===== config.mk =====
export PLATFORM = sky130hd
export DESIGN_NAME = crc16_xor_frame_deframer_unit_flat
export DESIGN_NICKNAME = d
export VERILOG_FILES = /design/src/rtl/cxfd_pkg.sv /design/src/rtl/cxfd_if.sv /design/src/rtl/crc16_xor_frame_deframer_unit.sv /design/src/flat_wrapper.sv
export SDC_FILE = /design/constraint.sdc
export NUM_CORES = 1
export LEC_CHECK = 0
export ABC_AREA = 1
export BUFFER_PORTS_ARGS = -buffer_cell sky130_fd_sc_hd__buf_2
export CAP_MARGIN = 20
export CORE_MARGIN = 8
export CORE_UTILIZATION = 50
export CTS_BUF_LIST = sky130_fd_sc_hd__clkbuf_8
export CTS_CLUSTER_SIZE = 16
export DETAILED_ROUTE_END_ITERATION = 10
export HOLD_SLACK_MARGIN = 0.08
export PLACE_DENSITY = 0.69
export SKIP_LAST_GASP = 1
export SLEW_MARGIN = 20
export SYNTH_ARGS = -nofsm -noshare
export SYNTH_HDL_FRONTEND = slang
export SYNTH_SLANG_ARGS = --single-unit

===== constraint.sdc =====
create_clock -name clk -period 11.25 [get_ports clk]
set_input_delay 1.6875 -clock clk [delete_from_list [all_inputs] [get_ports clk]]
set_output_delay 1.6875 -clock clk [all_outputs]
set_load 0.01 [all_outputs]

===== src/rtl/cxfd_pkg.sv =====
// Package with shared types, constants and the CRC byte update for the frame deframer.
package cxfd_pkg;

	localparam int BYTE_W    = 8;
	localparam int CRC_W     = 16;
	localparam int FPOS_W    = 5;
	localparam int CNT_W     = 32;
	localparam int VERDICT_W = 2;
	localparam int CFG_IDX_W = 2;
	localparam int CFG_DATA_W = 16;

	localparam logic [BYTE_W-1:0] START_BYTE_RST = 8'h55;
	localparam logic [CRC_W-1:0]  CRC_SEED_RST   = 16'hFFFF;
	localparam logic [CRC_W-1:0]  CRC_POLY_RST   = 16'h1021;
	localparam logic [FPOS_W-1:0] FLAGS_POS_RST  = 5'd0;

	typedef enum logic [CFG_IDX_W-1:0] {
		REG_START_BYTE = 2'd0,
		REG_CRC_SEED   = 2'd1,
		REG_CRC_POLY   = 2'd2,
		REG_FLAGS_POS  = 2'd3
	} cfg_reg_t;

	typedef enum logic [2:0] {
		PH_HUNT    = 3'd0,
		PH_PAYLOAD = 3'd1,
		PH_CRCL    = 3'd2,
		PH_CRCH    = 3'd3,
		PH_XOR     = 3'd4
	} phase_t;

	typedef enum logic [VERDICT_W-1:0] {
		VERDICT_GOOD    = 2'd0,
		VERDICT_CRC_ERR = 2'd1,
		VERDICT_XOR_ERR = 2'd2
	} verdict_t;

	// Non-reflected CRC-16 update for one byte, top bit first.
	function automatic logic [CRC_W-1:0] crc_byte(input logic [CRC_W-1:0] crc,
		input logic [BYTE_W-1:0] b, input logic [CRC_W-1:0] poly);
		logic [CRC_W-1:0] c;
		c = crc ^ {b, 8'h00};
		for (int k = 0; k < BYTE_W; k++) begin
			if (c[CRC_W-1]) begin
				c = {c[CRC_W-2:0], 1'b0} ^ poly;
			end else begin
				c = {c[CRC_W-2:0], 1'b0};
			end
		end
		return c;
	endfunction

endpackage


===== src/rtl/cxfd_if.sv =====
// Valid/ready channel interfaces for received bytes and frame results.
interface cxfd_byte_if;
	logic                      valid;
	logic                      ready;
	logic [cxfd_pkg::BYTE_W-1:0] rx_byte;

	modport source (output valid, output rx_byte, input ready);
	modport sink (input valid, input rx_byte, output ready);
endinterface

interface cxfd_res_if;
	logic                         valid;
	logic                         ready;
	logic [cxfd_pkg::VERDICT_W-1:0] verdict;
	logic [cxfd_pkg::BYTE_W-1:0]    flags_byte;
	logic [cxfd_pkg::CNT_W-1:0]     good_frames;
	logic [cxfd_pkg::CNT_W-1:0]     crc_failures;
	logic [cxfd_pkg::CNT_W-1:0]     xor_failures;
	logic                         link_ok;

	modport source (output valid, output verdict, output flags_byte, output good_frames,
		output crc_failures, output xor_failures, output link_ok, input ready);
	modport sink (input valid, input verdict, input flags_byte, input good_frames,
		input crc_failures, input xor_failures, input link_ok, output ready);
endinterface


===== src/rtl/crc16_xor_frame_deframer_unit.sv =====
// Top level of the CRC-16 and XOR checked frame deframer.
// Each received word is one byte, so the block sustains one word per clock while the input
// is not held off; the CRC-16 byte update runs combinationally between the state registers
// and the next edge. A frame is a start byte, PAYLOAD_BYTES payload bytes, the CRC low and
// high bytes and an XOR byte; the result word appears on the result channel in the cycle after
// the XOR byte is taken and sits in an output register, so the input keeps flowing while it
// waits. The input is held off only when the next word is an XOR byte while that register is
// still full and its result is not taken in the same cycle.
// Configuration writes are meant for idle periods; start_byte and crc_seed act at the next
// start byte, crc_poly and flags_position at the next byte.
module crc16_xor_frame_deframer_unit #(
	parameter int PAYLOAD_BYTES = 28
) (
	input  logic                          clk,
	input  logic                          arst_n,
	input  logic                          cfg_we,
	input  logic [cxfd_pkg::CFG_IDX_W-1:0]  cfg_idx,
	input  logic [cxfd_pkg::CFG_DATA_W-1:0] cfg_data,
	cxfd_byte_if.sink                     rx,
	cxfd_res_if.source                    res
);
	import cxfd_pkg::*;

	localparam int IDX_W = $clog2(PAYLOAD_BYTES + 1);
	localparam int CMP_W = (IDX_W > FPOS_W) ? IDX_W : FPOS_W;
	localparam logic [IDX_W-1:0] LAST_IDX = IDX_W'(PAYLOAD_BYTES - 1);

	// Configuration registers.
	logic [BYTE_W-1:0] start_byte_q;
	logic [CRC_W-1:0]  crc_seed_q;
	logic [CRC_W-1:0]  crc_poly_q;
	logic [FPOS_W-1:0] flags_pos_q;

	// Frame state.
	phase_t            phase_q, phase_d;
	logic [IDX_W-1:0]  idx_q, idx_d;
	logic [CRC_W-1:0]  crc_q, crc_d;
	logic [BYTE_W-1:0] xor_q, xor_d;
	logic [BYTE_W-1:0] crcl_q, crcl_d;
	logic [BYTE_W-1:0] crch_q, crch_d;
	logic [BYTE_W-1:0] flags_q, flags_d;
	logic [CNT_W-1:0]  good_cnt_q, good_cnt_d;
	logic [CNT_W-1:0]  crc_cnt_q, crc_cnt_d;
	logic [CNT_W-1:0]  xor_cnt_q, xor_cnt_d;
	logic              link_q, link_d;

	// Result register.
	logic              res_valid_q;
	verdict_t          verdict_q, verdict_d;
	logic [BYTE_W-1:0] flags_out_q, flags_out_d;
	logic [CNT_W-1:0]  good_out_q, crc_out_q, xor_out_q;
	logic              link_out_q;
	logic              emit;

	logic              accept;
	logic [CRC_W-1:0]  crc_upd;
	logic [CRC_W-1:0]  rx_crc;

	// Only an XOR byte produces a result, so only that word has to wait for the result register.
	assign rx.ready = !res_valid_q || res.ready || (phase_q != PH_XOR);
	assign accept   = rx.valid && rx.ready;

	always_ff @(posedge clk or negedge arst_n) begin
		if (!arst_n) begin
			start_byte_q <= START_BYTE_RST;
			crc_seed_q   <= CRC_SEED_RST;
			crc_poly_q   <= CRC_POLY_RST;
			flags_pos_q  <= FLAGS_POS_RST;
		end else if (cfg_we) begin
			unique case (cfg_reg_t'(cfg_idx))
				REG_START_BYTE: start_byte_q <= cfg_data[BYTE_W-1:0];
				REG_CRC_SEED:   crc_seed_q   <= cfg_data[CRC_W-1:0];
				REG_CRC_POLY:   crc_poly_q   <= cfg_data[CRC_W-1:0];
				REG_FLAGS_POS:  flags_pos_q  <= cfg_data[FPOS_W-1:0];
				default: ;
			endcase
		end
	end

	// The CRC update starts from the seed on a start byte, otherwise from the running value.
	assign crc_upd = crc_byte((phase_q == PH_HUNT) ? crc_seed_q : crc_q, rx.rx_byte, crc_poly_q);
	assign rx_crc  = {crch_q, crcl_q};

	// Next phase.
	always_comb begin
		phase_d = phase_q;
		unique case (phase_q)
			PH_HUNT: begin
				if (rx.rx_byte == start_byte_q) begin
					phase_d = PH_PAYLOAD;
				end
			end
			PH_PAYLOAD: begin
				if (idx_q == LAST_IDX) begin
					phase_d = PH_CRCL;
				end
			end
			PH_CRCL: phase_d = PH_CRCH;
			PH_CRCH: phase_d = PH_XOR;
			PH_XOR:  phase_d = PH_HUNT;
			default: phase_d = PH_HUNT;
		endcase
	end

	// Datapath and result.
	always_comb begin
		idx_d       = idx_q;
		crc_d       = crc_q;
		xor_d       = xor_q;
		crcl_d      = crcl_q;
		crch_d      = crch_q;
		flags_d     = flags_q;
		good_cnt_d  = good_cnt_q;
		crc_cnt_d   = crc_cnt_q;
		xor_cnt_d   = xor_cnt_q;
		link_d      = link_q;
		verdict_d   = VERDICT_GOOD;
		flags_out_d = '0;
		emit        = 1'b0;
		unique case (phase_q)
			PH_HUNT: begin
				if (rx.rx_byte == start_byte_q) begin
					crc_d   = crc_upd;
					xor_d   = rx.rx_byte;
					idx_d   = '0;
					flags_d = '0;
				end
			end
			PH_PAYLOAD: begin
				crc_d = crc_upd;
				xor_d = xor_q ^ rx.rx_byte;
				if (CMP_W'(idx_q) == CMP_W'(flags_pos_q)) begin
					flags_d = rx.rx_byte;
				end
				idx_d = idx_q + IDX_W'(1);
			end
			PH_CRCL: begin
				crcl_d = rx.rx_byte;
				xor_d  = xor_q ^ rx.rx_byte;
			end
			PH_CRCH: begin
				crch_d = rx.rx_byte;
				xor_d  = xor_q ^ rx.rx_byte;
			end
			PH_XOR: begin
				emit = 1'b1;
				// A CRC mismatch wins when both checks fail.
				if (rx_crc != crc_q) begin
					verdict_d = VERDICT_CRC_ERR;
					crc_cnt_d = crc_cnt_q + CNT_W'(1);
				end else if (xor_q != rx.rx_byte) begin
					verdict_d = VERDICT_XOR_ERR;
					xor_cnt_d = xor_cnt_q + CNT_W'(1);
				end else begin
					verdict_d   = VERDICT_GOOD;
					good_cnt_d  = good_cnt_q + CNT_W'(1);
					link_d      = 1'b1;
					flags_out_d = flags_q;
				end
			end
			default: ;
		endcase
	end

	always_ff @(posedge clk or negedge arst_n) begin
		if (!arst_n) begin
			phase_q    <= PH_HUNT;
			idx_q      <= '0;
			crc_q      <= CRC_SEED_RST;
			xor_q      <= '0;
			crcl_q     <= '0;
			crch_q     <= '0;
			flags_q    <= '0;
			good_cnt_q <= '0;
			crc_cnt_q  <= '0;
			xor_cnt_q  <= '0;
			link_q     <= 1'b0;
		end else if (accept) begin
			phase_q    <= phase_d;
			idx_q      <= idx_d;
			crc_q      <= crc_d;
			xor_q      <= xor_d;
			crcl_q     <= crcl_d;
			crch_q     <= crch_d;
			flags_q    <= flags_d;
			good_cnt_q <= good_cnt_d;
			crc_cnt_q  <= crc_cnt_d;
			xor_cnt_q  <= xor_cnt_d;
			link_q     <= link_d;
		end
	end

	always_ff @(posedge clk or negedge arst_n) begin
		if (!arst_n) begin
			res_valid_q <= 1'b0;
		end else if (accept && emit) begin
			res_valid_q <= 1'b1;
		end else if (res.ready) begin
			res_valid_q <= 1'b0;
		end
	end

	always_ff @(posedge clk) begin
		if (accept && emit) begin
			verdict_q   <= verdict_d;
			flags_out_q <= flags_out_d;
			good_out_q  <= good_cnt_d;
			crc_out_q   <= crc_cnt_d;
			xor_out_q   <= xor_cnt_d;
			link_out_q  <= link_d;
		end
	end

	assign res.valid        = res_valid_q;
	assign res.verdict      = verdict_q;
	assign res.flags_byte   = flags_out_q;
	assign res.good_frames  = good_out_q;
	assign res.crc_failures = crc_out_q;
	assign res.xor_failures = xor_out_q;
	assign res.link_ok      = link_out_q;

`ifndef SYNTHESIS
	a_xor_emits: assert property (@(posedge clk) disable iff (!arst_n)
		accept && phase_q == PH_XOR |=> res_valid_q && phase_q == PH_HUNT)
		else $error("XOR byte did not produce a result");

	a_hunt_stays: assert property (@(posedge clk) disable iff (!arst_n)
		accept && phase_q == PH_HUNT && rx.rx_byte != start_byte_q |=> phase_q == PH_HUNT)
		else $error("left hunting without a start byte");

	a_payload_next: assert property (@(posedge clk) disable iff (!arst_n)
		accept && phase_q == PH_PAYLOAD |=> phase_q == PH_PAYLOAD || phase_q == PH_CRCL)
		else $error("bad phase after a payload byte");

	a_good_link: assert property (@(posedge clk) disable iff (!arst_n)
		res_valid_q && verdict_q == VERDICT_GOOD |-> link_out_q)
		else $error("good frame reported without link ok");

	a_stall_full: assert property (@(posedge clk) disable iff (!arst_n)
		!rx.ready |-> res_valid_q)
		else $error("input stalled with an empty result register");
`endif

endmodule


===== src/flat_wrapper.sv =====
// flat-port wrapper written by rule: the top's interface ports become plain ports
module crc16_xor_frame_deframer_unit_flat import cxfd_pkg::*;
#(
	parameter int PAYLOAD_BYTES = 28
)
  (clk, arst_n, cfg_we, cfg_idx, cfg_data, rx_valid, rx_rx_byte, rx_ready, res_valid, res_verdict, res_flags_byte, res_good_frames, res_crc_failures, res_xor_failures, res_link_ok, res_ready);
  cxfd_byte_if rx_i ();
  cxfd_res_if res_i ();
  input  logic clk;
  input  logic arst_n;
  input  logic cfg_we;
  input  logic [cxfd_pkg::CFG_IDX_W-1:0] cfg_idx;
  input  logic [cxfd_pkg::CFG_DATA_W-1:0] cfg_data;
  input wire logic [$bits(rx_i.valid)-1:0] rx_valid;
  input wire logic [$bits(rx_i.rx_byte)-1:0] rx_rx_byte;
  output wire logic [$bits(rx_i.ready)-1:0] rx_ready;
  output wire logic [$bits(res_i.valid)-1:0] res_valid;
  output wire logic [$bits(res_i.verdict)-1:0] res_verdict;
  output wire logic [$bits(res_i.flags_byte)-1:0] res_flags_byte;
  output wire logic [$bits(res_i.good_frames)-1:0] res_good_frames;
  output wire logic [$bits(res_i.crc_failures)-1:0] res_crc_failures;
  output wire logic [$bits(res_i.xor_failures)-1:0] res_xor_failures;
  output wire logic [$bits(res_i.link_ok)-1:0] res_link_ok;
  input wire logic [$bits(res_i.ready)-1:0] res_ready;
  assign rx_i.valid = rx_valid;
  assign rx_i.rx_byte = rx_rx_byte;
  assign rx_ready = rx_i.ready;
  assign res_valid = res_i.valid;
  assign res_verdict = res_i.verdict;
  assign res_flags_byte = res_i.flags_byte;
  assign res_good_frames = res_i.good_frames;
  assign res_crc_failures = res_i.crc_failures;
  assign res_xor_failures = res_i.xor_failures;
  assign res_link_ok = res_i.link_ok;
  assign res_i.ready = res_ready;
  crc16_xor_frame_deframer_unit #(.PAYLOAD_BYTES(PAYLOAD_BYTES)) u_core (.clk(clk), .arst_n(arst_n), .cfg_we(cfg_we), .cfg_idx(cfg_idx), .cfg_data(cfg_data), .rx(rx_i), .res(res_i));
endmodule

==> key figures <==
Status
  – Status: complete, no violations

Placement
  – RD Place Congestion: between 0.8 and 0.9
  – I/O Buffers: around 140
  – DP HPWL: 29.3 mm
  – Cell total after placement: 2495
  – DP Area: 17500 um2

Synthesis
  – Post-synthesis sequential area ratio: 0.498
  – Ys flop type: dfrtp_1
  – Mapped Area: 16600 um2
  – Mapped Nets: 2016
  – Library cells used by synthesis: 50
  – Synth Instances: 1981
  – Synth Area per Inst: 8.35 um2
  – Async SR Flop Fraction: 0.650
  – Synth warnings: 0
  – EDFF count, synth: ~110
  – FF+latch count, synth: 306

Power
  – Sequential power share: 0.315
  – Total power: between 0.005 and 0.006 W
  – Pwr per Cell Area: 279 nW/um2
  – Sw power: 0.00236 W
  – Cell Int Power: 0.00280 W
  – Comb power frac: 0.499
  – Max VDD drop: 0.148 mV
  – Net Sw Frac: 0.458
  – Clk network pwr share: 0.185
  – Leakage: 8.64 nW

STA
  – Top achievable clock speed: 186 MHz
  – Final worst-path cycle share: 0.478
  – Final Max Slew Viols: 0
  – Setup TNS Final: 0 ps
  – RSZ-0062 raised after global routing: false
  – Pin slew with the least headroom to its limit: around 1000 ps
  – Clk_skew: between 20 and 30 ps
  – Max_slew headroom: 0.310
  – Hold Fails Final Rpt: 0
  – Min Tclk post-route: 5380 ps
  – # setup viols final: 0
  – Final hold slack: between 400 and 500 ps

Finish
  – Share of cells above drive strength 1: 0.151
  – Antenna cell count: 0
  – Most frequent cells in the layout: nand2_1, inv_1, o21ai_0
  – Layout area overhead: 11.8%
  – Final std cells w/o fill: 2588
  – Leading cell type in the layout, fill and taps excluded: nand2_1
  – Design Area, Final: ~18000 um2
  – Final nets: between 2000 and 2500

Global routing
  – Antenna violations before repair: 0
  – First-pass GRT wire length: 65.9 mm
  – Largest net degree at the start of global routing: 87
  – Global route overflow: 0
  – Total GRT Usage: 0.207
  – Number of global-route vias before repair: roughly 13000

Setup path
  – Critical-path maximum fanout: 28
  – Worst r2r src: u_core.phase_q[2]$_DFFE_PN0P_
  – Worst EP required: around 12000 ps
  – Worst r2r dst: u_core.crc_q[15]$_DFFE_PN1P_
  – Startpoint types: primary input
  – Worst EP arrival: 5870 ps
  – Setup Crit Path Kind: in2reg
  – Flop2flop setup slack: 6040 ps
  – Worst Setup End Kind: register
  – R2R cell count: 26

Job
  – MaxCap Viol Count: 0

Route
  – Vias per cell: 5.11
  – DR WL met3: 2.56 mm
  – First drt pass iteration count: 5
  – DRC: 0
  – Initial DRC Count: approximately 870
  – Antenna Nets Post-Route: 0
  – Met1 Routed Length: 18.1 mm
  – WL/cell: 15.8 um
  – Routed WL: 40.9 mm
  – Top Layer Used: met4
  – Routed vias: approximately 13000
  – Met2 WL: 18.9 mm

Hold path
  – Hold Crit Depth: 2
  – HP Start: u_core.link_q$_DFFE_PN0P_
  – WHS Endpoint: u_core.link_q$_DFFE_PN0P_
  – Hold Crit Class: reg2reg

CTS
  – Htree depth: 2
  – Post-cts resize count: 0
  – Clk root buf: clkbuf_8
  – Clock buffer count from CTS: 50
  – Clock-pin slew on the worst setup and hold paths: approximately 60 ps
  – Hold-fix buffers at CTS: 0
  – Clock latency at the later pin of the worst-skew pair: 590 ps
  – Sink Count: 306
  – Buffers inserted by post-CTS timing repair: 0
  – TritonCTS clock tree: yes
  – Clock buffer depth: 3

Die
  – Chip width: 198 um
  – Die ar.: 39200 um2
  – Site row count: 66
  – Die height: 198 um
  – Core area: 32500 um2
  – I/O pin count: 140
  – Initial core utilization: 0.509
[worst max path at each step]
| stage | from | end | slack (ps) | cells after the start |
|---|---|---|---|---|
| after detailed placement | rx_rx_byte[7] | u_core.crc_q[15]$_DFFE_PN1P_ | 5300 | 25 |
| after floorplan | res_ready | u_core.res.crc_failures[0]$_DFFE_PP_ | 3990 | 5 |
| after CTS | rx_rx_byte[7] | u_core.crc_q[15]$_DFFE_PN1P_ | 5920 | 25 |
| after global routing | rx_rx_byte[7] | u_core.crc_q[4]$_DFFE_PN1P_ | 5440 | 25 |
| after global placement | rx_rx_byte[7] | u_core.crc_q[1]$_DFFE_PN1P_ | 5520 | 26 |
| final | rx_rx_byte[7] | u_core.crc_q[15]$_DFFE_PN1P_ | 5870 | 25 |
[layout make-up]
class                      instances  area, um2
sequential                       306       8240
inverter                         259        980
multi-input combinational       1343       6970
timing repair buffer             145        749
clock buffer                      58        798
tap                              442        553
fill                            3067      14000
clock inverter                    35        205
[metal layers]
metal | vias to the layer above | track usage
met1 | 6164 | 0.270
li1 | 6574 | -
met5 | - | 0
met4 | 0 | 0.0785
met2 | 385 | 0.343
met3 | 97 | 0.0350
[power groups by stage]
| stage | registers [W] | clock network [W] | logic [W] |
|---|---|---|---|
| 2_1_floorplan | 0.00156 | 0 | 0.00214 |
| 3_3_place_gp | 0.00163 | 0 | 0.00251 |
| 3_5_place_dp | 0.00164 | 0 | 0.00258 |
| 4_1_cts | 0.00162 | 0.000985 | 0.00258 |
| 5_1_grt | 0.00165 | 0.00103 | 0.00291 |
| 6_report | 0.00163 | 0.000957 | 0.00258 |
[critical path, cell delays in order]
cell and delay (ps):
buf_2 180, inv_1 150, nand3_2 90, nand2_2 300
nand3_1 140, nand2_2 350, nand2_1 110, nand2_1 170
nand3_2 150, nand2_4 140, inv_2 60, nor2_8 240
nand3_4 120, nand2_4 290, nand3_4 150, nand2_8 190
nor2_4 40, nand2_2 200, nand3_4 130, nand2_4 210
inv_2 70, nor2_4 370, nand3_1 140, nand3_1 100
nand2_1 50
[kinds of logic after synthesis]
kind of cell / count (synthesis) / synth area share
simple gates: 953 / 0.258
buf+inv: 332 / 0.0813
flops: 306 / 0.498
compound gates: 212 / 0.0660
xor+xnor: 173 / 0.0927
fa+ha+maj: 4 / 0.00302
mux: 1 / 0.000605
[through the flow]
step / utilization / setup slack, ps
finish: 0.569 / 5870
global route: 0.569 / 5440
CTS: 0.569 / 5920
detailed placement: 0.538 / 5300
global placement: 0.538 / 5520
floorplan: - / 3990
[cell usage after synthesis, drive strengths merged (3+ instances only)]
library cell	count	share of area
xnor2	45	0.025
o21ai	195	0.059
clkbuf	41	0.0093
nand3	179	0.063
or2	5	0.0019
edfxtp	107	0.19
nor4	16	0.0060
a21oi	5	0.0015
nor2	116	0.030
nand4	19	0.0072
nor3	40	0.012
dfstp	39	0.062
nand2	574	0.14
buf	32	0.013
dfrtp	160	0.24
clkinv	3	0.00098
inv	256	0.058
xor2	128	0.068
ha	4	0.0030
[state kept, by name, summed over array words and instances, names as in the netlist, 32 cells and up]
| name | count |
|---|---|
| u_core.xor_cnt_q | 32 |
| u_core.good_cnt_q | 32 |
| u_core.crc_cnt_q | 32 |
| u_core.res.good_frames | 32 |
| u_core.res.crc_failures | 32 |
| u_core.res.xor_failures | 32 |
(Power assumes the default switching activity.)
